`src/hw/rtl/vilu_pkg.sv`:
```
`default_nettype none
package vilu_pkg;

    localparam int NREGS        = 32;
    localparam int LANES_DEF    = 4;
    localparam int Q_DEPTH      = 2;

    localparam logic [1:0] REQ_VV    = 2'd0;
    localparam logic [1:0] REQ_VI    = 2'd1;
    localparam logic [1:0] REQ_LOAD  = 2'd2;
    localparam logic [1:0] REQ_STORE = 2'd3;

    localparam logic [5:0] OP_ADD    = 6'h00;
    localparam logic [5:0] OP_SUB    = 6'h02;
    localparam logic [5:0] OP_AND    = 6'h09;
    localparam logic [5:0] OP_OR     = 6'h0A;
    localparam logic [5:0] OP_XOR    = 6'h0B;
    localparam logic [5:0] OP_GATHER = 6'h0C;
    localparam logic [5:0] OP_MERGE  = 6'h17;

    localparam logic [1:0] ST_OK       = 2'd0;
    localparam logic [1:0] ST_UNIMPL   = 2'd1;
    localparam logic [1:0] ST_MISALIGN = 2'd2;

    localparam logic [2:0] CFG_ALIGN_OFF = 3'd0;

    typedef enum logic [2:0] {
        K_OP, K_MERGE, K_LOAD, K_STORE, K_FAIL
    } t_kind;

    typedef enum logic [2:0] {
        S_CLEAR, S_IDLE, S_READ, S_EXEC, S_STORE, S_ONE
    } t_state;

    typedef struct packed {
        t_kind       kind;
        logic [5:0]  op;
        logic [4:0]  vd;
        logic [4:0]  vs1;
        logic [4:0]  vs2;
        logic [3:0]  lane;
        logic [31:0] data;
        logic [1:0]  status;
    } t_cmd;

    typedef struct packed {
        logic        valid;
        logic [1:0]  status;
        logic [3:0]  lane;
        logic [31:0] value;
        logic        last;
    } t_result;

endpackage
`default_nettype wire

```
`src/hw/rtl/vilu_front.sv`:
```
`default_nettype none
module vilu_front #(
    parameter int LANES = vilu_pkg::LANES_DEF
) (
    input  wire logic          i_clk,
    input  wire logic          i_rst_n,
    input  wire logic          i_start,
    input  wire logic          i_hold,
    input  wire logic          i_align_off,
    input  wire logic [1:0]    i_req_type,
    input  wire logic [5:0]    i_funct6,
    input  wire logic [4:0]    i_dest_reg,
    input  wire logic [4:0]    i_src1_reg,
    input  wire logic [4:0]    i_src2_reg,
    input  wire logic [4:0]    i_immediate,
    input  wire logic [31:0]   i_mem_addr,
    input  wire logic [3:0]    i_lane_index,
    input  wire logic [31:0]   i_lane_data,
    output logic               o_busy,
    output logic               o_q_valid,
    output vilu_pkg::t_cmd     o_q_cmd,
    input  wire logic          i_q_pop
);
    import vilu_pkg::*;

    localparam int QPW = $clog2(Q_DEPTH);

    t_cmd           r_q [Q_DEPTH];
    logic [QPW-1:0] r_wr, n_wr, r_rd, n_rd;
    logic [QPW:0]   r_cnt, n_cnt;
    t_cmd           cmd;
    logic           keep;
    logic           push;

    always_comb begin
        cmd        = '0;
        cmd.op     = i_funct6;
        cmd.vd     = i_dest_reg;
        cmd.vs1    = i_src1_reg;
        cmd.vs2    = i_src2_reg;
        cmd.lane   = i_lane_index;
        cmd.data   = i_lane_data;
        cmd.status = ST_OK;
        cmd.kind   = K_FAIL;
        keep       = 1'b1;
        unique case (i_req_type)
            REQ_VV: begin
                case (i_funct6) inside
                    OP_ADD, OP_SUB, OP_AND, OP_OR, OP_XOR, OP_GATHER: cmd.kind = K_OP;
                    default: cmd.status = ST_UNIMPL;
                endcase
            end
            REQ_VI: begin
                if (i_funct6 == OP_MERGE && i_src2_reg == 5'd0) begin
                    cmd.kind = K_MERGE;
                    cmd.data = {{27{i_immediate[4]}}, i_immediate};
                end else begin
                    cmd.status = ST_UNIMPL;
                end
            end
            default: begin
                if (!i_align_off && i_mem_addr[1:0] != 2'd0) begin
                    cmd.status = ST_MISALIGN;
                end else if (i_req_type == REQ_LOAD) begin
                    cmd.kind = K_LOAD;
                    // lane beyond the register: nothing written, no beat
                    keep = (32'(i_lane_index) < 32'(LANES));
                end else begin
                    cmd.kind = K_STORE;
                end
            end
        endcase
    end

    assign o_busy    = i_hold || (r_cnt == (QPW+1)'(Q_DEPTH));
    assign push      = i_start && !o_busy && keep;
    assign o_q_valid = (r_cnt != '0);
    assign o_q_cmd   = r_q[r_rd];

    always_comb begin
        n_wr  = r_wr;
        n_rd  = r_rd;
        n_cnt = r_cnt;
        if (push) begin
            n_wr = (r_wr == QPW'(Q_DEPTH-1)) ? '0 : r_wr + 1'b1;
        end
        if (i_q_pop && o_q_valid) begin
            n_rd = (r_rd == QPW'(Q_DEPTH-1)) ? '0 : r_rd + 1'b1;
        end
        n_cnt = r_cnt + (QPW+1)'(push) - (QPW+1)'(i_q_pop && o_q_valid);
    end

    always_ff @(posedge i_clk) begin
        if (!i_rst_n) begin
            r_wr  <= '0;
            r_rd  <= '0;
            r_cnt <= '0;
        end else begin
            r_wr  <= n_wr;
            r_rd  <= n_rd;
            r_cnt <= n_cnt;
        end
        if (push) begin
            r_q[r_wr] <= cmd;
        end
    end
endmodule
`default_nettype wire

```
`config.mk`:
```
export PLATFORM = sky130hd
export DESIGN_NAME = vilu_front
export DESIGN_NICKNAME = d
export VERILOG_FILES = /design/src/hw/rtl/vilu_pkg.sv /design/src/hw/rtl/vilu_front.sv
export SDC_FILE = /design/constraint.sdc
export NUM_CORES = 1
export LEC_CHECK = 0
export BUFFER_PORTS_ARGS = -buffer_cell sky130_fd_sc_hd__buf_2
export CAP_MARGIN = 20
export CORE_MARGIN = 5
export CORE_UTILIZATION = 54
export DETAILED_ROUTE_END_ITERATION = 10
export GPL_ROUTABILITY_DRIVEN = 0
export MAX_ROUTING_LAYER = met4
export PLACE_DENSITY = 0.95
export REMOVE_ABC_BUFFERS = 1
export SLEW_MARGIN = 20
export SYNTH_ARGS = -nofsm -noshare
export SYNTH_HDL_FRONTEND = slang
export SYNTH_SLANG_ARGS = --single-unit
```
`constraint.sdc`:
```
create_clock -name i_clk -period 12.68 [get_ports i_clk]
set_input_delay 2.536 -clock i_clk [delete_from_list [all_inputs] [get_ports i_clk]]
set_output_delay 2.536 -clock i_clk [all_outputs]
set_load 0.1 [all_outputs]
```
* Word-level counts from Yosys, hierarchy flattened
Memory sizes are Yosys's and may differ from the RTL's. A register that Yosys moved wholly into a read port is not among the register bits.
Index checks and enable logic that the tools add are counted.
** Storage, ports and cells
- Output and inout bits :: 64
- Bits in writable memories :: 124
- Logic and storage cells :: 53
- Register bits :: 4
- Memories :: 1
- Bits of input ports :: 102
** Memory list
- r_q :: depth 2, bits a word 62, rd ports 1, clocked after memory_dff 1, wr ports 1, line vilu_front.sv:28 : t_cmd r_q [Q_DEPTH];
** Cells by class
- Muxes and demuxes :: 20
- Eq/ne operators :: 9
- $add $sub $neg :: 4
- Order comparisons :: 1
- Reductions and logical operators :: 15
** Operators by type and width (number)
- 32-bit two-way mux :: 2
- 6-bit by 4-bit == test with 1-bit output, second input constant :: 4
- 1-bit two-way mux :: 12
- 3-bit two-way mux :: 3
- 6-bit by 2-bit == test with 1-bit output, second input constant :: 1
- 6-bit by 5-bit == test with 1-bit output, second input constant :: 1
- 6-bit logical NOT :: 1
- 3-bit case mux with 2 select lines :: 1
- 6-bit OR reduction :: 1
- 1-bit logical AND :: 5
- 5-bit logical NOT :: 1
- 2-bit == test, second input constant :: 2
- 4-bit by 3-bit less-than comparator with 1-bit output, second input constant :: 1
- 2-bit case mux with 2 select lines :: 1
- 2-bit nonzero test :: 2
- 1-bit adder, second input constant :: 2
- 2-bit by 1-bit adder with 2-bit output :: 1
- 2-bit by 1-bit == test with 1-bit output, second input constant :: 1
- 1-bit logical NOT :: 2
- 2-bit logical NOT :: 1
- 2-bit two-way mux :: 1
- 2-bit OR reduction :: 1
- 2-bit by 1-bit subtractor with 2-bit output :: 1
- 1-bit logical OR :: 1

* Longest topological paths before layout
Gate-level depths: netlist of run 1.
- Word-level depth :: 7
- Depth in mapped cells :: 9
- Depth with buffers taken out :: 9

* Worst setup path after synthesis of run 1
OpenSTA, ideal clock, no wires.
- Kind :: input to register
- Start :: input port i_hold
- End :: memory r_q[0][0] (netlist name), enable pin
- Required time :: 12.198 ns
- Data arrival time :: 6.091 ns
- Path slack :: 6.107 ns
- Stages :: 3
- Library setup time :: 0.482 ns
- Path buffers :: 0
- Cell sequence :: a21o_1 a211o_1 nor2_1
** Between the ends
- Longest elaborated chain between the ends :: 6
** RTL lines
- from (decl) :: line vilu_front.sv:8 : input wire logic i_hold,
- 1-bit logical OR :: line vilu_front.sv:75 : assign o_busy = i_hold || (r_cnt == (QPW+1)'(Q_DEPTH));
- 1-bit logical NOT :: line vilu_front.sv:76 : assign push = i_start && !o_busy && keep;
- 1-bit logical AND (2 in a row) :: line vilu_front.sv:76
- 1-bit two-way mux :: line vilu_front.sv:103 : if (push) begin
- 1-bit two-way mux (implied by the code) :: line vilu_front.sv:104 : r_q[r_wr] <= cmd;
- to (decl) :: line vilu_front.sv:28
No other way between the ends.

* Worst setup path after layout of run 1
- Start :: input port i_hold
- End :: output port o_busy
** Between the ends
- Longest elaborated chain between the ends :: 1
** RTL lines
- 1-bit logical OR :: line vilu_front.sv:75
- to (decl) :: line vilu_front.sv:19 : output logic o_busy,
No other way between the ends.

==> impl_metrics.toml, run 1 <==
[run_status]
outcome = "complete, no violations"

[worst_hold_path]
hp-class = "reg2reg"

[clocking]
cts_tree = "yes"
cts_resized = 0
clk_latency_ps = 500
cts_setup_buffers = 0
cts_root_buf = "clkbuf_8"
holdBufCountCts = 0
clkTransAtPathRegs_ps = 60
clk_path_buf_depth = 2
numCtsBuffers = 17
clock-sinks = 129
cts_htree_levels = 4

[placed_design]
hpwl_mm = 6.43
io_buffer_count = 135

[power]
ir_drop_mv = 0.175
power_density_nw_per_um2 = 252
fin_total_pwr_w = 0.00167
power_leakage_nw = 2.62

[global_route]
grt_overflow = 0
antenna_found_initial = 1
grt_start_max_net_pins = 63
grt.total_usage = 0.191
grt_pass1_wl_mm = 16.5
first_global_vias = 3362

[timing]
rsz0062_at_grt = "false"
skew_ps = 11.2
slew_headroom = 0.365
worst_pin_slew_ps = 950
max_freq_mhz = 177
setup_viol = 0
setup_tns_ps = 0
post-route-min-period_ps = 5660
final_max_slew_viol_count = 0
min_period_over_period = 0.447
hold_viol_final = 0

[die]
die_h_um = 108
io_pins = 166
start_util = 0.558
die-area_um2 = 11600
coreArea_um2 = 9280
die_w_um = 108
num_rows = 35

[critical_path]
cp.arrival_ps = 3130
end_kind = "output port"
cp_max_fo = 2
worstSetupPathType = "in2out"
start_kind = "input port"
crit_required_ps = 10140

[route]
postRouteAntennaNets = 0
drtIter0Drc = 160
vias = 2957
viasPerCell = 5.19
wl_per_cell_um = 18.1
first_pass_iters = 4
wl_mm = 10.3
route.detailed.drc = 0

[yosys]
synth_top_area_frac = 0.719
netlist_area_um2 = 5180
yosys-top-cells-area = "edfxtp_1, mux2_2, a21o_1"
synth_area_leader_cell = "edfxtp_1"
synth_most_common_cell = "edfxtp_1"
synth-seq-cells = 129
synth_cell_types = 29
synth_flop_cell = "edfxtp_1"
synthCells = 282
netlist_top_cells_count = "edfxtp_1, mux2_2, a21o_1"
avgSynthCellArea_um2 = 18.4
yosysSeqAreaShare = 0.739
ys_warn_count = 0
async_reset_ff_frac = 0
synth_edf_count = 124

[cells_and_area]
areaGrowthSynthToFinish_pct = 27.7
ff_latch_area_um2 = 3820
multi_input_area_um2 = 1280
fin_nets = 531
drive_gt1_frac = 0.552
nFillCells = 614

[flow_run]
drv_cap = 0
## worst paths after layout
| check | startpoint | end | slack [ps] | depth (start not counted) |
|---|---|---|---|---|
| max | i_hold | o_busy | 7020 | 3 |
| min | r_rd | register | 540 | 2 |
| max reg2reg | r_cnt[0] | r_q[0][35] | 10030 | 5 |
| min reg2reg | r_rd | register | 540 | 2 |
## metal layers
metal | routed length (µm) | global-route usage | vias to the layer above | part of all wire
met2 | 5390 | 0.332 | 108 | 0.52
met3 | 618 | 0.0480 | 12 | 0.060
met5 | 0 | - | - | 0
met4 | 113 | 0.0577 | 0 | 0.011
met1 | 4190 | 0.220 | 1449 | 0.41
li1 | - | - | 1388 | -
## layout make-up
cell class | instances | share of cell area
diodes | 1 | 0.000379
clock buffers | 17 | 0.0626
clock inverters | 15 | 0.0314
inverters | 7 | 0.00397
multi-input cells | 134 | 0.193
flip-flops and latches | 129 | 0.579
well taps | 129 | 0.0244
repair buffers | 138 | 0.106
## worst max-delay path, cell delays in order
cell    delay (ps)
buf_2           80
a21o_1          90
buf_2          420
## logic make-up (layout without fill, tap and decap cells)
group / count (synthesis) / count (layout) / synth area share
AO/OA/AOI/OAI: 35 / 35 / 0.0500
XOR/XNOR: 3 / 3 / 0.00508
adder cells (fa/ha/maj): 2 / 2 / 0.00483
buffers and inverters: 19 / 177 / 0.0176
flip-flops: 129 / 129 / 0.739
multiplexers: 67 / 67 / 0.146
other: 0 / 1 / 0
AND/OR/NAND/NOR: 27 / 27 / 0.0375
## metrics by stage
stage / worst slack [ps] / utilization / hold slack (ps) / cells / cell area [µm²]
final: 7020 / 0.712 / 541 / 570 / 6610
after global routing: 7000 / 0.712 / 600 / 570 / 6610
after CTS: 7010 / 0.712 / 540 / 569 / 6610
after detailed placement: 7020 / 0.645 / 519 / 537 / 5990
after global placement: 7020 / 0.645 / 490 / 537 / 5990
after floorplan: 6110 / - / 451 / 270 / 5110
## layout by cell type, fill, tap and decap left out, drive strengths merged, types with 2 or more instances in the layout
cell and count:
a21o 29, and2 4, buf 138, bufinv 4, clkbuf 17, clkinv 5, clkinvlp 3, dfxtp 5
edfxtp 124, ha 2, inv 10, mux2 66, nand2 5, nor2 8, nor2b 3, o21ai 2
xnor2 3
## flip-flops by register name, summed over array words and instances, names as in the netlist, named ones only
register / flops
r_rd: 1
r_q: 124
r_wr: 1
r_cnt: 2
## where the power goes
group / leakage [nW] / switching [W] / total, W / internal, W
Sequential: 1.18 / 0.0000104 / 0.000517 / 0.000506
Combinational: 1.15 / 0.000523 / 0.000647 / 0.000125
Clock: 0.293 / 0.000181 / 0.000502 / 0.000321
Note: power is estimated with default switching activity, not from simulation.
==> inputs of run 2 (changes only) <==
- CORE_UTILIZATION: 54 -> 46
- PLACE_DENSITY: 0.95 -> 0.88
- clock period: 12.68 -> 5.05 ns (I/O delays scaled with it)
==> run 2 against run 1 <==
Setup slack lost 5300 ps. Cell count grew 1.9%. Clock-buffer cell count grew 2. Combinational power grew 150%. Non-clock buffer count grew 1. Clock skew is essentially flat. Sequential cell count is the same. Power grew 140%. Largest power group unchanged. Highest routed layer unchanged.
==> impl_metrics.toml, run 2 (synthesized netlist as in run 1, its figures left out) <==
[die]
start_util = 0.473
die-area_um2 = 13500
die_w_um = 116
die_h_um = 116
num_rows = 38
coreArea_um2 = 10900
io_pins = 166

[route]
first_pass_iters = 5
wl_mm = 10.4
route.detailed.drc = 0
wl_per_cell_um = 17.9
viasPerCell = 5.03
vias = 2925
postRouteAntennaNets = 0
drtIter0Drc = 137

[power]
power_leakage_nw = 2.59
power_density_nw_per_um2 = 612
ir_drop_mv = 0.582
fin_total_pwr_w = 0.00402

[cells_and_area]
areaGrowthSynthToFinish_pct = 27.0
layout_common_cells = "buf_2, edfxtp_1, mux2_2"
diodes = 0
largestRegisters = "r_q x124, r_cnt x2"
largest_register_ffs = 124
fin_nets = 532
regMostFlops = "r_q"
drive_gt1_frac = 0.556
final_common_cell = "buf_2"
finalNonFillerCells = 581

[critical_path]
cp_max_fo = 34
worstSetupPathType = "reg2out"
reg2reg_slack_ps = 2630
crit_required_ps = 4040
end_kind = "output port"
cp.arrival_ps = 2370
start_kind = "register"

[timing]
min_period_over_period = 0.669
final_max_slew_viol_count = 0
slew_headroom = 0.361
max_freq_mhz = 296
setup_tns_ps = 0
setup_viol = 0
worst_pin_slew_ps = 956
fin_ws_ps = 1670
hold_viol_final = 0
post-route-min-period_ps = 3380
skew_ps = 11.3
rsz0062_at_grt = "false"

[global_route]
first_global_vias = 3271
grt_pass1_wl_mm = 16.1
grt_overflow = 0
grt_start_max_net_pins = 36
antenna_found_initial = 0
grt.total_usage = 0.165

[worst_hold_path]
hp-class = "reg2reg"

[clocking]
cts_htree_levels = 4
clk_latency_ps = 410
clk_path_buf_depth = 2
clkTransAtPathRegs_ps = 60
cts_setup_buffers = 0
cts_tree = "yes"
holdBufCountCts = 0
numCtsBuffers = 17
cts_resized = 0
cts_root_buf = "clkbuf_16"
clock-sinks = 129

[placed_design]
dpl.cell_count = 549
io_buffer_count = 135
post-place-ws_ps = 1690
hpwl_mm = 6.82

[flow_run]
drv_cap = 0

[run_status]
outcome = "complete, no violations"
==> run 2: changes by cell type in the layout (fill, tap and decap cells not counted), moves of 2 or more <==
cell        delta
clkinv_2       +5
bufinv_16      -4
clkinv_4       -3
clkinvlp_4     +3
buf_12         +2
inv_6          -2
==> run 2: worst paths after layout <==
path,start,to,cells past startpoint
hold reg to reg,r_wr,r_wr,2
hold / removal,r_wr,r_wr,2
setup / recovery,register,o_q_cmd[26],3
setup reg to reg,r_cnt[0],r_q[0][45],5
==> run 2: cell type report <==
| cell class | count | area [µm²] |
|---|---|---|
| well taps | 140 | 175 |
| fillers | 846 | 4360 |
| multi-input cells | 134 | 1280 |
| clock buffers | 19 | 453 |
| inverters | 7 | 26.3 |
| flip-flops and latches | 129 | 3820 |
| repair buffers | 139 | 731 |
| clock inverters | 13 | 87.6 |
==> run 2: metrics by stage <==
stage	util	cell area, µm²	hold WS, ps
2_1_floorplan	-	5110	451
6_report	0.601	6570	517
4_1_cts	0.601	6570	518
3_3_place_gp	0.552	6030	493
3_5_place_dp	0.552	6030	510
5_1_grt	0.601	6570	536
==> run 2: where the power goes <==
| group | switching [W] | internal [W] |
|---|---|---|
| clock | 0.000440 | 0.000649 |
| combinational | 0.00128 | 0.000321 |
| sequential | 0.0000643 | 0.00127 |
| total | 0.00178 | 0.00224 |
==> run 2: layer usage <==
layer / vias up / GRT usage / share of wire
met2: 102 / 0.283 / 0.53
met4: 0 / 0.0611 / 0.0082
met5: - / - / 0
li1: 1380 / - / -
met1: 1433 / 0.184 / 0.40
met3: 10 / 0.0439 / 0.060
==> run 2: worst max-delay path, stage by stage, from the launching register on <==
cell	delay, ps
dfxtp_2	880
buf_4	400
mux2_2	380
buf_2	300
