### src/hw/rtl/vilu_pkg.sv
`default_nettype none
package vilu_pkg;

    localparam int NREGS        = 32;
    localparam int LANES_DEF    = 4;
    localparam int Q_DEPTH      = 2;

    localparam logic [1:0] REQ_VV    = 2'd0;
    localparam logic [1:0] REQ_VI    = 2'd1;
    localparam logic [1:0] REQ_LOAD  = 2'd2;
    localparam logic [1:0] REQ_STORE = 2'd3;

    localparam logic [5:0] OP_ADD    = 6'h00;
    localparam logic [5:0] OP_SUB    = 6'h02;
    localparam logic [5:0] OP_AND    = 6'h09;
    localparam logic [5:0] OP_OR     = 6'h0A;
    localparam logic [5:0] OP_XOR    = 6'h0B;
    localparam logic [5:0] OP_GATHER = 6'h0C;
    localparam logic [5:0] OP_MERGE  = 6'h17;

    localparam logic [1:0] ST_OK       = 2'd0;
    localparam logic [1:0] ST_UNIMPL   = 2'd1;
    localparam logic [1:0] ST_MISALIGN = 2'd2;

    localparam logic [2:0] CFG_ALIGN_OFF = 3'd0;

    typedef enum logic [2:0] {
        K_OP, K_MERGE, K_LOAD, K_STORE, K_FAIL
    } t_kind;

    typedef enum logic [2:0] {
        S_CLEAR, S_IDLE, S_READ, S_EXEC, S_STORE, S_ONE
    } t_state;

    typedef struct packed {
        t_kind       kind;
        logic [5:0]  op;
        logic [4:0]  vd;
        logic [4:0]  vs1;
        logic [4:0]  vs2;
        logic [3:0]  lane;
        logic [31:0] data;
        logic [1:0]  status;
    } t_cmd;

    typedef struct packed {
        logic        valid;
        logic [1:0]  status;
        logic [3:0]  lane;
        logic [31:0] value;
        logic        last;
    } t_result;

endpackage
`default_nettype wire

### src/hw/rtl/vilu_ram.sv
`default_nettype none
module vilu_ram #(
    parameter int W = 32,
    parameter int D = 128
) (
    input  wire logic                 i_clk,
    input  wire logic                 i_we,
    input  wire logic [$clog2(D)-1:0] i_waddr,
    input  wire logic [W-1:0]         i_wdata,
    input  wire logic [$clog2(D)-1:0] i_raddr,
    output logic      [W-1:0]         o_rdata
);
    logic [W-1:0] r_mem [D];

    always_ff @(posedge i_clk) begin
        if (i_we) begin
            r_mem[i_waddr] <= i_wdata;
        end
        o_rdata <= r_mem[i_raddr];
    end
endmodule
`default_nettype wire

### src/hw/rtl/vilu_back.sv
`default_nettype none
module vilu_back #(
    parameter int LANES = vilu_pkg::LANES_DEF
) (
    input  wire logic           i_clk,
    input  wire logic           i_rst_n,
    input  wire logic           i_q_valid,
    input  wire vilu_pkg::t_cmd i_q_cmd,
    output logic                o_q_pop,
    output logic                o_clearing,
    output vilu_pkg::t_result   o_res
);
    import vilu_pkg::*;

    localparam int DEPTH = NREGS * LANES;
    localparam int AW    = $clog2(DEPTH);
    localparam int LW    = $clog2(LANES);
    localparam int CW    = $clog2(2*LANES+1);

    t_state         r_state, n_state;
    t_cmd           r_cmd, n_cmd;
    logic [CW-1:0]  r_cnt, n_cnt;
    logic [AW-1:0]  r_clr, n_clr;
    logic [31:0]    r_a [LANES];
    logic [31:0]    r_b [LANES];
    t_result        r_res, n_res;

    logic           we;
    logic [AW-1:0]  waddr, raddr;
    logic [31:0]    wdata, rdata;
    logic           cap;
    logic [CW-1:0]  cap_idx;
    logic [31:0]    a_v, b_v, g_v, x_v;

    function automatic logic [AW-1:0] loc(input logic [4:0] r, input logic [LW-1:0] l);
        loc = AW'(r) * AW'(LANES) + AW'(l);
    endfunction

    vilu_ram #(.W(32), .D(DEPTH)) u_ram (
        .i_clk   (i_clk),
        .i_we    (we),
        .i_waddr (waddr),
        .i_wdata (wdata),
        .i_raddr (raddr),
        .o_rdata (rdata)
    );

    assign a_v = r_a[r_cnt[LW-1:0]];
    assign b_v = r_b[r_cnt[LW-1:0]];
    assign g_v = (a_v >= 32'(LANES)) ? 32'd0 : r_b[a_v[LW-1:0]];

    always_comb begin
        case (r_cmd.op)
            OP_ADD:    x_v = a_v + b_v;
            OP_SUB:    x_v = b_v - a_v;
            OP_AND:    x_v = a_v & b_v;
            OP_OR:     x_v = a_v | b_v;
            OP_XOR:    x_v = a_v ^ b_v;
            OP_GATHER: x_v = g_v;
            default:   x_v = '0;
        endcase
        if (r_cmd.kind == K_MERGE) begin
            x_v = r_cmd.data;
        end
    end

    always_comb begin
        n_state = r_state;
        n_cmd   = r_cmd;
        n_cnt   = r_cnt;
        n_clr   = r_clr;
        n_res   = '0;
        o_q_pop = 1'b0;
        we      = 1'b0;
        waddr   = '0;
        wdata   = '0;
        raddr   = '0;
        cap     = 1'b0;
        cap_idx = r_cnt - 1'b1;
        unique case (r_state)
            S_CLEAR: begin
                we    = 1'b1;
                waddr = r_clr;
                n_clr = r_clr + 1'b1;
                if (r_clr == AW'(DEPTH-1)) begin
                    n_state = S_IDLE;
                end
            end
            S_IDLE: begin
                n_cnt = '0;
                if (i_q_valid) begin
                    o_q_pop = 1'b1;
                    n_cmd   = i_q_cmd;
                    unique case (i_q_cmd.kind)
                        K_OP:    n_state = S_READ;
                        K_MERGE: n_state = S_EXEC;
                        K_STORE: n_state = S_STORE;
                        default: n_state = S_ONE;
                    endcase
                end
            end
            S_READ: begin
                // vs1 lanes then vs2 lanes, read data arrives in the cycle after its address
                if (r_cnt < CW'(LANES)) begin
                    raddr = loc(r_cmd.vs1, r_cnt[LW-1:0]);
                end else begin
                    raddr = loc(r_cmd.vs2, LW'(r_cnt - CW'(LANES)));
                end
                cap   = (r_cnt != '0);
                n_cnt = r_cnt + 1'b1;
                if (r_cnt == CW'(2*LANES)) begin
                    n_cnt   = '0;
                    n_state = S_EXEC;
                end
            end
            S_EXEC: begin
                we          = 1'b1;
                waddr       = loc(r_cmd.vd, r_cnt[LW-1:0]);
                wdata       = x_v;
                n_res.valid = 1'b1;
                n_res.lane  = 4'(r_cnt);
                n_res.value = x_v;
                n_cnt       = r_cnt + 1'b1;
                if (r_cnt == CW'(LANES-1)) begin
                    n_res.last = 1'b1;
                    n_state    = S_IDLE;
                end
            end
            S_STORE: begin
                raddr = loc(r_cmd.vd, r_cnt[LW-1:0]);
                n_cnt = r_cnt + 1'b1;
                if (r_cnt != '0) begin
                    n_res.valid = 1'b1;
                    n_res.lane  = 4'(cap_idx);
                    n_res.value = rdata;
                end
                if (r_cnt == CW'(LANES)) begin
                    n_res.last = 1'b1;
                    n_state    = S_IDLE;
                end
            end
            S_ONE: begin
                n_res.valid  = 1'b1;
                n_res.last   = 1'b1;
                n_res.status = r_cmd.status;
                if (r_cmd.kind == K_LOAD) begin
                    we          = 1'b1;
                    waddr       = loc(r_cmd.vd, r_cmd.lane[LW-1:0]);
                    wdata       = r_cmd.data;
                    n_res.lane  = r_cmd.lane;
                    n_res.value = r_cmd.data;
                end
                n_state = S_IDLE;
            end
            default: n_state = S_IDLE;
        endcase
    end

    assign o_clearing = (r_state == S_CLEAR);
    assign o_res      = r_res;

    always_ff @(posedge i_clk) begin
        if (!i_rst_n) begin
            r_state   <= S_CLEAR;
            r_clr     <= '0;
            r_cnt     <= '0;
            r_res     <= '0;
        end else begin
            r_state   <= n_state;
            r_clr     <= n_clr;
            r_cnt     <= n_cnt;
            r_res     <= n_res;
        end
        r_cmd <= n_cmd;
        if (cap) begin
            if (cap_idx < CW'(LANES)) begin
                r_a[cap_idx[LW-1:0]] <= rdata;
            end else begin
                r_b[LW'(cap_idx - CW'(LANES))] <= rdata;
            end
        end
    end

    a_no_beat_in_clear: assert property (@(posedge i_clk) disable iff (!i_rst_n)
        (r_state == S_CLEAR) |=> !r_res.valid)
        else $error("beat during clearing sweep");
    a_exec_beats: assert property (@(posedge i_clk) disable iff (!i_rst_n)
        (r_state == S_EXEC) |=> r_res.valid)
        else $error("lane write without a beat");
    a_fail_last: assert property (@(posedge i_clk) disable iff (!i_rst_n)
        (r_res.valid && r_res.status != ST_OK) |-> r_res.last)
        else $error("error beat not final");
    a_pop_idle: assert property (@(posedge i_clk) disable iff (!i_rst_n)
        o_q_pop |-> (r_state == S_IDLE && i_q_valid))
        else $error("queue popped while working");
endmodule
`default_nettype wire
### config.mk
export PLATFORM = sky130hd
export DESIGN_NAME = vilu_back
export DESIGN_NICKNAME = d
export VERILOG_FILES = /design/src/hw/rtl/vilu_pkg.sv /design/src/hw/rtl/vilu_ram.sv /design/src/hw/rtl/vilu_back.sv
export SDC_FILE = /design/constraint.sdc
export NUM_CORES = 2
export LEC_CHECK = 0
export BUFFER_PORTS_ARGS = -buffer_cell sky130_fd_sc_hd__clkbuf_2
export CAP_MARGIN = 0
export CORE_MARGIN = 8
export CORE_UTILIZATION = 35
export DETAILED_ROUTE_END_ITERATION = 8
export PLACE_DENSITY_LB_ADDON = 0.1
export SETUP_SLACK_MARGIN = 0.3
export SLEW_MARGIN = 10
export SYNTH_ARGS = -nofsm -noshare
export SYNTH_HDL_FRONTEND = slang
export SYNTH_MEMORY_MAX_BITS = 65536
export SYNTH_SLANG_ARGS = --single-unit
### constraint.sdc
create_clock -name i_clk -period 21.9 [get_ports i_clk]
set_input_delay 1.095 -clock i_clk [delete_from_list [all_inputs] [get_ports i_clk]]
set_output_delay 1.095 -clock i_clk [all_outputs]
set_load 0.005 [all_outputs]
[After elaboration in Yosys (flattened, before gate mapping)]
Memory sizes are Yosys's and may differ from the RTL's. A register that Yosys moved wholly into a read port is not among the register bits.
Index checks and enable logic that the tools add are counted.
Storage, ports and cells
  memory bits (writable): 4352
  memories: 3
  latch bits: 0
  flip-flop bits (word level): 116
  bits of input ports: 65
  ROM bits: 0
  logic and storage cells: 112
  output and inout bits: 42
Cells by class
  $mul: 0
  mux-type cells: 42
  $lt $le $gt $ge: 3
  add/subtract/negate cells: 11
  div/mod/pow operators: 0
  reductions and logical operators: 11
  shift operators: 0
  eq/ne operators: 23
  bitwise operators: 3
Memories
  u_ram.r_mem: words 128, bits a word 32, rd ports 1, clocked after memory_dff 1, write ports 1, RTL line vilu_ram.sv:13  | logic [W-1:0] r_mem [D];
  r_a: words 4, bits a word 32, rd ports 1, clocked after memory_dff 1, write ports 1, RTL line vilu_back.sv:24  | logic [31:0] r_a [LANES];
  r_b: words 4, bits a word 32, rd ports 2, clocked after memory_dff 1, write ports 1, RTL line vilu_back.sv:25  | logic [31:0] r_b [LANES];
Operator list (count)
  one-hot mux 32 bit (6 select lines): 1
  one-hot mux 37 bit (3 select lines): 1
  two-way mux 32 bit: 3
  two-way mux 36 bit: 2
  one-hot mux 32 bit (2 select lines): 1
  adder 32 bit: 1
  bitwise AND 32 bit: 1
  >= comparator 32 x 3 -> 1 bit, second input constant: 1
  bitwise OR 32 bit: 1
  subtractor 32 bit: 1
  bitwise XOR 32 bit: 1
  adder 7 x 2 -> 7 bit: 4
  == test 6 x 4 -> 1 bit, second input constant: 4
  one-hot mux 7 bit (3 select lines): 1
  two-way mux 1 bit: 15
  two-way mux 3 bit: 5
  one-hot mux 3 bit (5 select lines): 1
  two-way mux 7 bit: 2
  one-hot mux 7 bit (2 select lines): 1
  == test 3 x 2 -> 1 bit, second input constant: 4
  one-hot mux 4 bit (3 select lines): 1
  == test 3 x 1 -> 1 bit, second input constant: 3
  one-hot mux 3 bit (3 select lines): 1
  < comparator 4 x 3 -> 1 bit, second input constant: 2
  22 further kinds: 35

[Depth between registers and ports, before layout]
  word-level depth: 5
  gate-level depth with buffers: 26
  gate-level depth less buffers: 19

[Cells and area by module]
From an unflattened synthesis, not the netlist that was laid out.
Unflattened totals
  cell total of the unflattened synthesis: 7517
  area total of the unflattened synthesis: 175952.5 um^2
Modules (own cells, without submodules)
  vilu_ram: area an instance 156276.1 um^2, instances 1, cells an instance 5990, sequential area each 123638.6 um^2
  vilu_back: area an instance 19676.4 um^2, instances 1, cells an instance 1527, sequential area each 10670.2 um^2

[Worst setup path after synthesis]
No wires, ideal clock.
  path kind: register to register
  from: reg with a tool-made name
  to: mem u_ram.r_mem[0][30] (data pin)
  cell stages (with the launch flop): 24
  setup slack: 10.983 ns
  buffers on the path: 6
  period minus slack after synthesis: 10.917 ns
  data required time: 20.703 ns
  arrival time: 9.720 ns
  setup time: 1.197 ns
  cell sequence: dfxtp_1 > buf_6 > buf_6 > buf_6 > buf_4 > mux4_2 > buf_2 > buf_2 > inv_1 > ha_1 > nand4_1 > or2_2 > o21ai_0 > xnor2_1 > ha_1 > nand2_1 > o21ai_0 > nor2_1 > a31oi_1 > a21oi_1 > o41ai_1 > xor2_1 > a221oi_1 > o21ai_0
RTL lines (RTL line)
  to (decl): vilu_ram.sv:13

==> impl_metrics.py <==
metrics = {
    "critical_path": {
        "cp.required_ns": 22.58,
        "crit_fanout": 65,
        "r2r_setup_slack_ns": 13.37,
        "path_class": "register to register",
        "cp-end-kind": "register",
        "slowest_stage": "mux4_1",
        "crit_top_cell": "buf_4",
        "path_cells": "buf_4 -> mux4_1 -> or3_4 -> or4_4 -> nand2b_4 -> or2_2 -> o31ai_1 -> xnor2_1 -> ha_1 -> nand2_1 -> o21ai_0 -> nor2_1 -> a31oi_1 -> a21oi_1 -> o41ai_1 -> xor2_1 -> a221oi_1 -> o21ai_4 -> buf_4 -> buf_4",
        "cp_top_family": "compound AO/OA/AOI/OAI gates",
        "crit_buf_inv": 3,
        "critPathArrivalTime_ns": 9.21,
        "slowest_delay_ns": 0.77,
        "cp-start-kind": "register",
    },
    "run": {
        "maxCapViolCount": 0,
    },
    "timing": {
        "setup_viol": 0,
        "rsz0062_at_grt": "false",
        "hold_viol_final": 0,
        "post-route-period-util": 0.389,
        "clock.fmax_ghz": 0.117,
        "relSlewSlack": 0.160,
        "tns_ns": 0,
        "slew_violations": 0,
        "period_minus_slack_ns": 8.53,
        "fin_skew_ns": 0.115,
        "worstMarginPinSlew_ns": 1.26,
    },
    "drt": {
        "drtAntennaViolNets": 0,
        "drc": 0,
        "num_vias": 94300,
        "wl_per_cell_um": 34.1,
        "wirelength_um": 563000,
        "first_pass_iters": 6,
        "vias_per_cell": 5.71,
        "drt_iter0_markers": 10500,
    },
    "global_route": {
        "grt_start_max_net_pins": 175,
        "grt_pass1_wl_um": 778000,
        "grtUsageTotal": 0.209,
        "grt_pass1_vias": 95600,
        "antenna_found_initial": 29,
        "grt_overflow": 0,
    },
    "clocking": {
        "cts_buffer_depth": 4,
        "h-tree-depth": 5,
        "cts.sinks": 4502,
        "root_buffer": "clkbuf_16",
        "worstSkewPairLatency_ns": 1.03,
        "cts_hold_buf": 0,
        "post_cts_buffers": 0,
        "numCtsBuffers": 476,
        "clk_pin_slew_ns": 0.06,
        "cts_tree": "done",
        "cts_resized": 0,
    },
    "power": {
        "switchingPower_mw": 3.52,
        "p_leak_nw": 57.1,
        "pwr-share-clk": 0.455,
        "comb_power_share": 0.008,
        "p_seq_frac": 0.537,
        "swShare": 0.202,
        "peakVddDrop_mv": 0.0638,
        "internal_power_mw": 14.0,
        "powerDensity_nw_per_um2": 86.8,
    },
    "floorplan": {
        "io_pins": 107,
        "dieArea_um2": 524000,
        "die_y_um": 724,
        "start_util": 0.351,
        "core_area_um2": 500000,
        "fp.dieW_um": 724,
        "rows": 260,
    },
    "yosys": {
        "synth_ff_type": "edfxtp_1",
        "netlist_instances": 9126,
        "syn_area_um2": 176000,
        "ys_types": 82,
        "ys_seq_elements": 4502,
        "ys_warn_count": 0,
        "synth_fp_nets": 9299,
        "ys_seq_area_frac": 0.765,
        "syn_avg_cell_area_um2": 19.2,
        "synth_async_sr_flop_share": 0,
        "synth_enable_flop_cells": 4414,
    },
    "finish": {
        "register_area_um2": 134000,
        "nFillCells": 44800,
        "final_layout_size_suffix_gt1_frac": 0.221,
        "mostFrequentLayoutCells": "edfxtp_1 (4414), mux4_2 (857), o22ai_1 (595)",
        "nets": 9570,
        "multi_input_area_um2": 39800,
        "layout_commonest_cell": "edfxtp_1",
        "area.growth.synth_to_final_pct": 14.7,
        "fin_util": 0.402,
        "final_area_um2": 201000,
    },
    "hold_path": {
        "holdCritPathClass": "input pin to register",
    },
    "status": {
        "status": "finished clean",
    },
    "placed_design": {
        "dpl.hpwl_um": 305000,
        "place_area_um2": 186000,
        "gp_congestion": 0.830,
        "numPortBuffers": 106,
    },
}
==> through the flow <==
step / hold WS (ns) / setup slack [ns] / total power [mW] / instances
CTS: 0.139 / 13.22 / 17.7 / 16500
finish: 0.240 / 13.37 / 17.5 / 16500
floorplan: 0.466 / 10.98 / 9.60 / 9126
global placement: 0.492 / 13.17 / 9.71 / 15600
global route: 0.185 / 12.85 / 18.0 / 16500
detailed placement: 0.495 / 13.21 / 9.71 / 15600
==> state kept, by name, summed over array words and instances (netlist names), named ones only <==
signal,cells
o_res,40
r_a,128
r_b,128
r_clr,7
r_cmd,62
r_cnt,4
r_state,3
u_ram.o_rdata,32
u_ram.r_mem,4096
==> power groups by stage <==
stage | registers (mW) | clock network, mW | logic (mW)
2_1_floorplan | 9.55 | 0 | 0.0422
3_3_place_gp | 9.57 | 0 | 0.134
3_5_place_dp | 9.58 | 0 | 0.134
4_1_cts | 9.39 | 8.14 | 0.134
5_1_grt | 9.39 | 8.46 | 0.138
6_report | 9.39 | 7.96 | 0.134
==> kinds of logic (layout without fill, tap and decap cells) <==
logic type,count (synthesis),in the layout,share of synthesized area
DFF,4502,4502,0.765
AOI/OAI and AO/OA,1949,1949,0.0734
muxes,902,902,0.113
and+or+nand+nor,878,878,0.0211
buffers and inverters,725,1410,0.0163
adders and majority gates,108,108,0.00774
xor gates and xnor gates,62,62,0.00314
other,0,12,0
==> area by class of cell <==
type / instances / share of cell area
clock inverter: 276 / 0.0128
antenna: 12 / 0.000149
multi-input combinational: 3899 / 0.198
sequential: 4502 / 0.667
timing repair buffer: 427 / 0.0159
inverter: 91 / 0.00170
tap: 6681 / 0.0415
clock buffer: 616 / 0.0633
==> cells in the mapped netlist (all sizes together) (4+ instances only) <==
cell type	instances	share of area
a211oi	6	0.00026
a21boi	11	0.00047
a21o	17	0.00074
a21oi	90	0.0026
a22o	11	0.00061
a22oi	4	0.00017
a31oi	11	0.00043
a32oi	5	0.00025
and2	24	0.00086
and3	7	0.00025
buf	173	0.0045
clkbuf	461	0.0099
dfxtp	88	0.010
edfxtp	4414	0.76
ha	107	0.0076
inv	91	0.0019
mux2i	37	0.0021
mux4	864	0.11
nand2	115	0.0025
nand2b	7	0.00029
nand3	19	0.00054
nand3b	6	0.00026
nand4	11	0.00039
nor2	626	0.013
nor2b	7	0.00025
nor3	22	0.00072
nor4	7	0.00025
o211ai	6	0.00029
o21a	23	0.00098
o21ai	600	0.017
o21bai	6	0.00026
o221ai	521	0.026
o22ai	599	0.021
o31a	7	0.00035
o31ai	14	0.00060
or2	4	0.00014
or3	10	0.00038
or4	4	0.00024
xnor2	53	0.0027
xor2	9	0.00045
==> path summary, 6_finish.rpt <==
path	startpoint	end	cells after the start
worst max-delay path	register	u_ram.r_mem[114][30]$_DFFE_PP_	20
worst min-delay path	i_q_cmd[52]	r_cmd[52]$_DFFE_PP_	1
worst max register to register	register	u_ram.r_mem[114][30]$_DFFE_PP_	20
worst min register to register	r_cmd[1]$_DFFE_PP_	o_res[38]$_SDFF_PN0_	1
==> metal layers <==
| layer | wire length (um) | vias up | part of all wire | track usage |
|---|---|---|---|---|
| met5 | 26 | - | 0.000046 | 0 |
| met4 | 15300 | 4 | 0.027 | 0.0534 |
| li1 | - | 38900 | - | - |
| met1 | 240000 | 51500 | 0.43 | 0.288 |
| met3 | 33200 | 698 | 0.059 | 0.0293 |
| met2 | 274000 | 3168 | 0.49 | 0.351 |
Note: power is estimated with default switching activity, not from simulation.
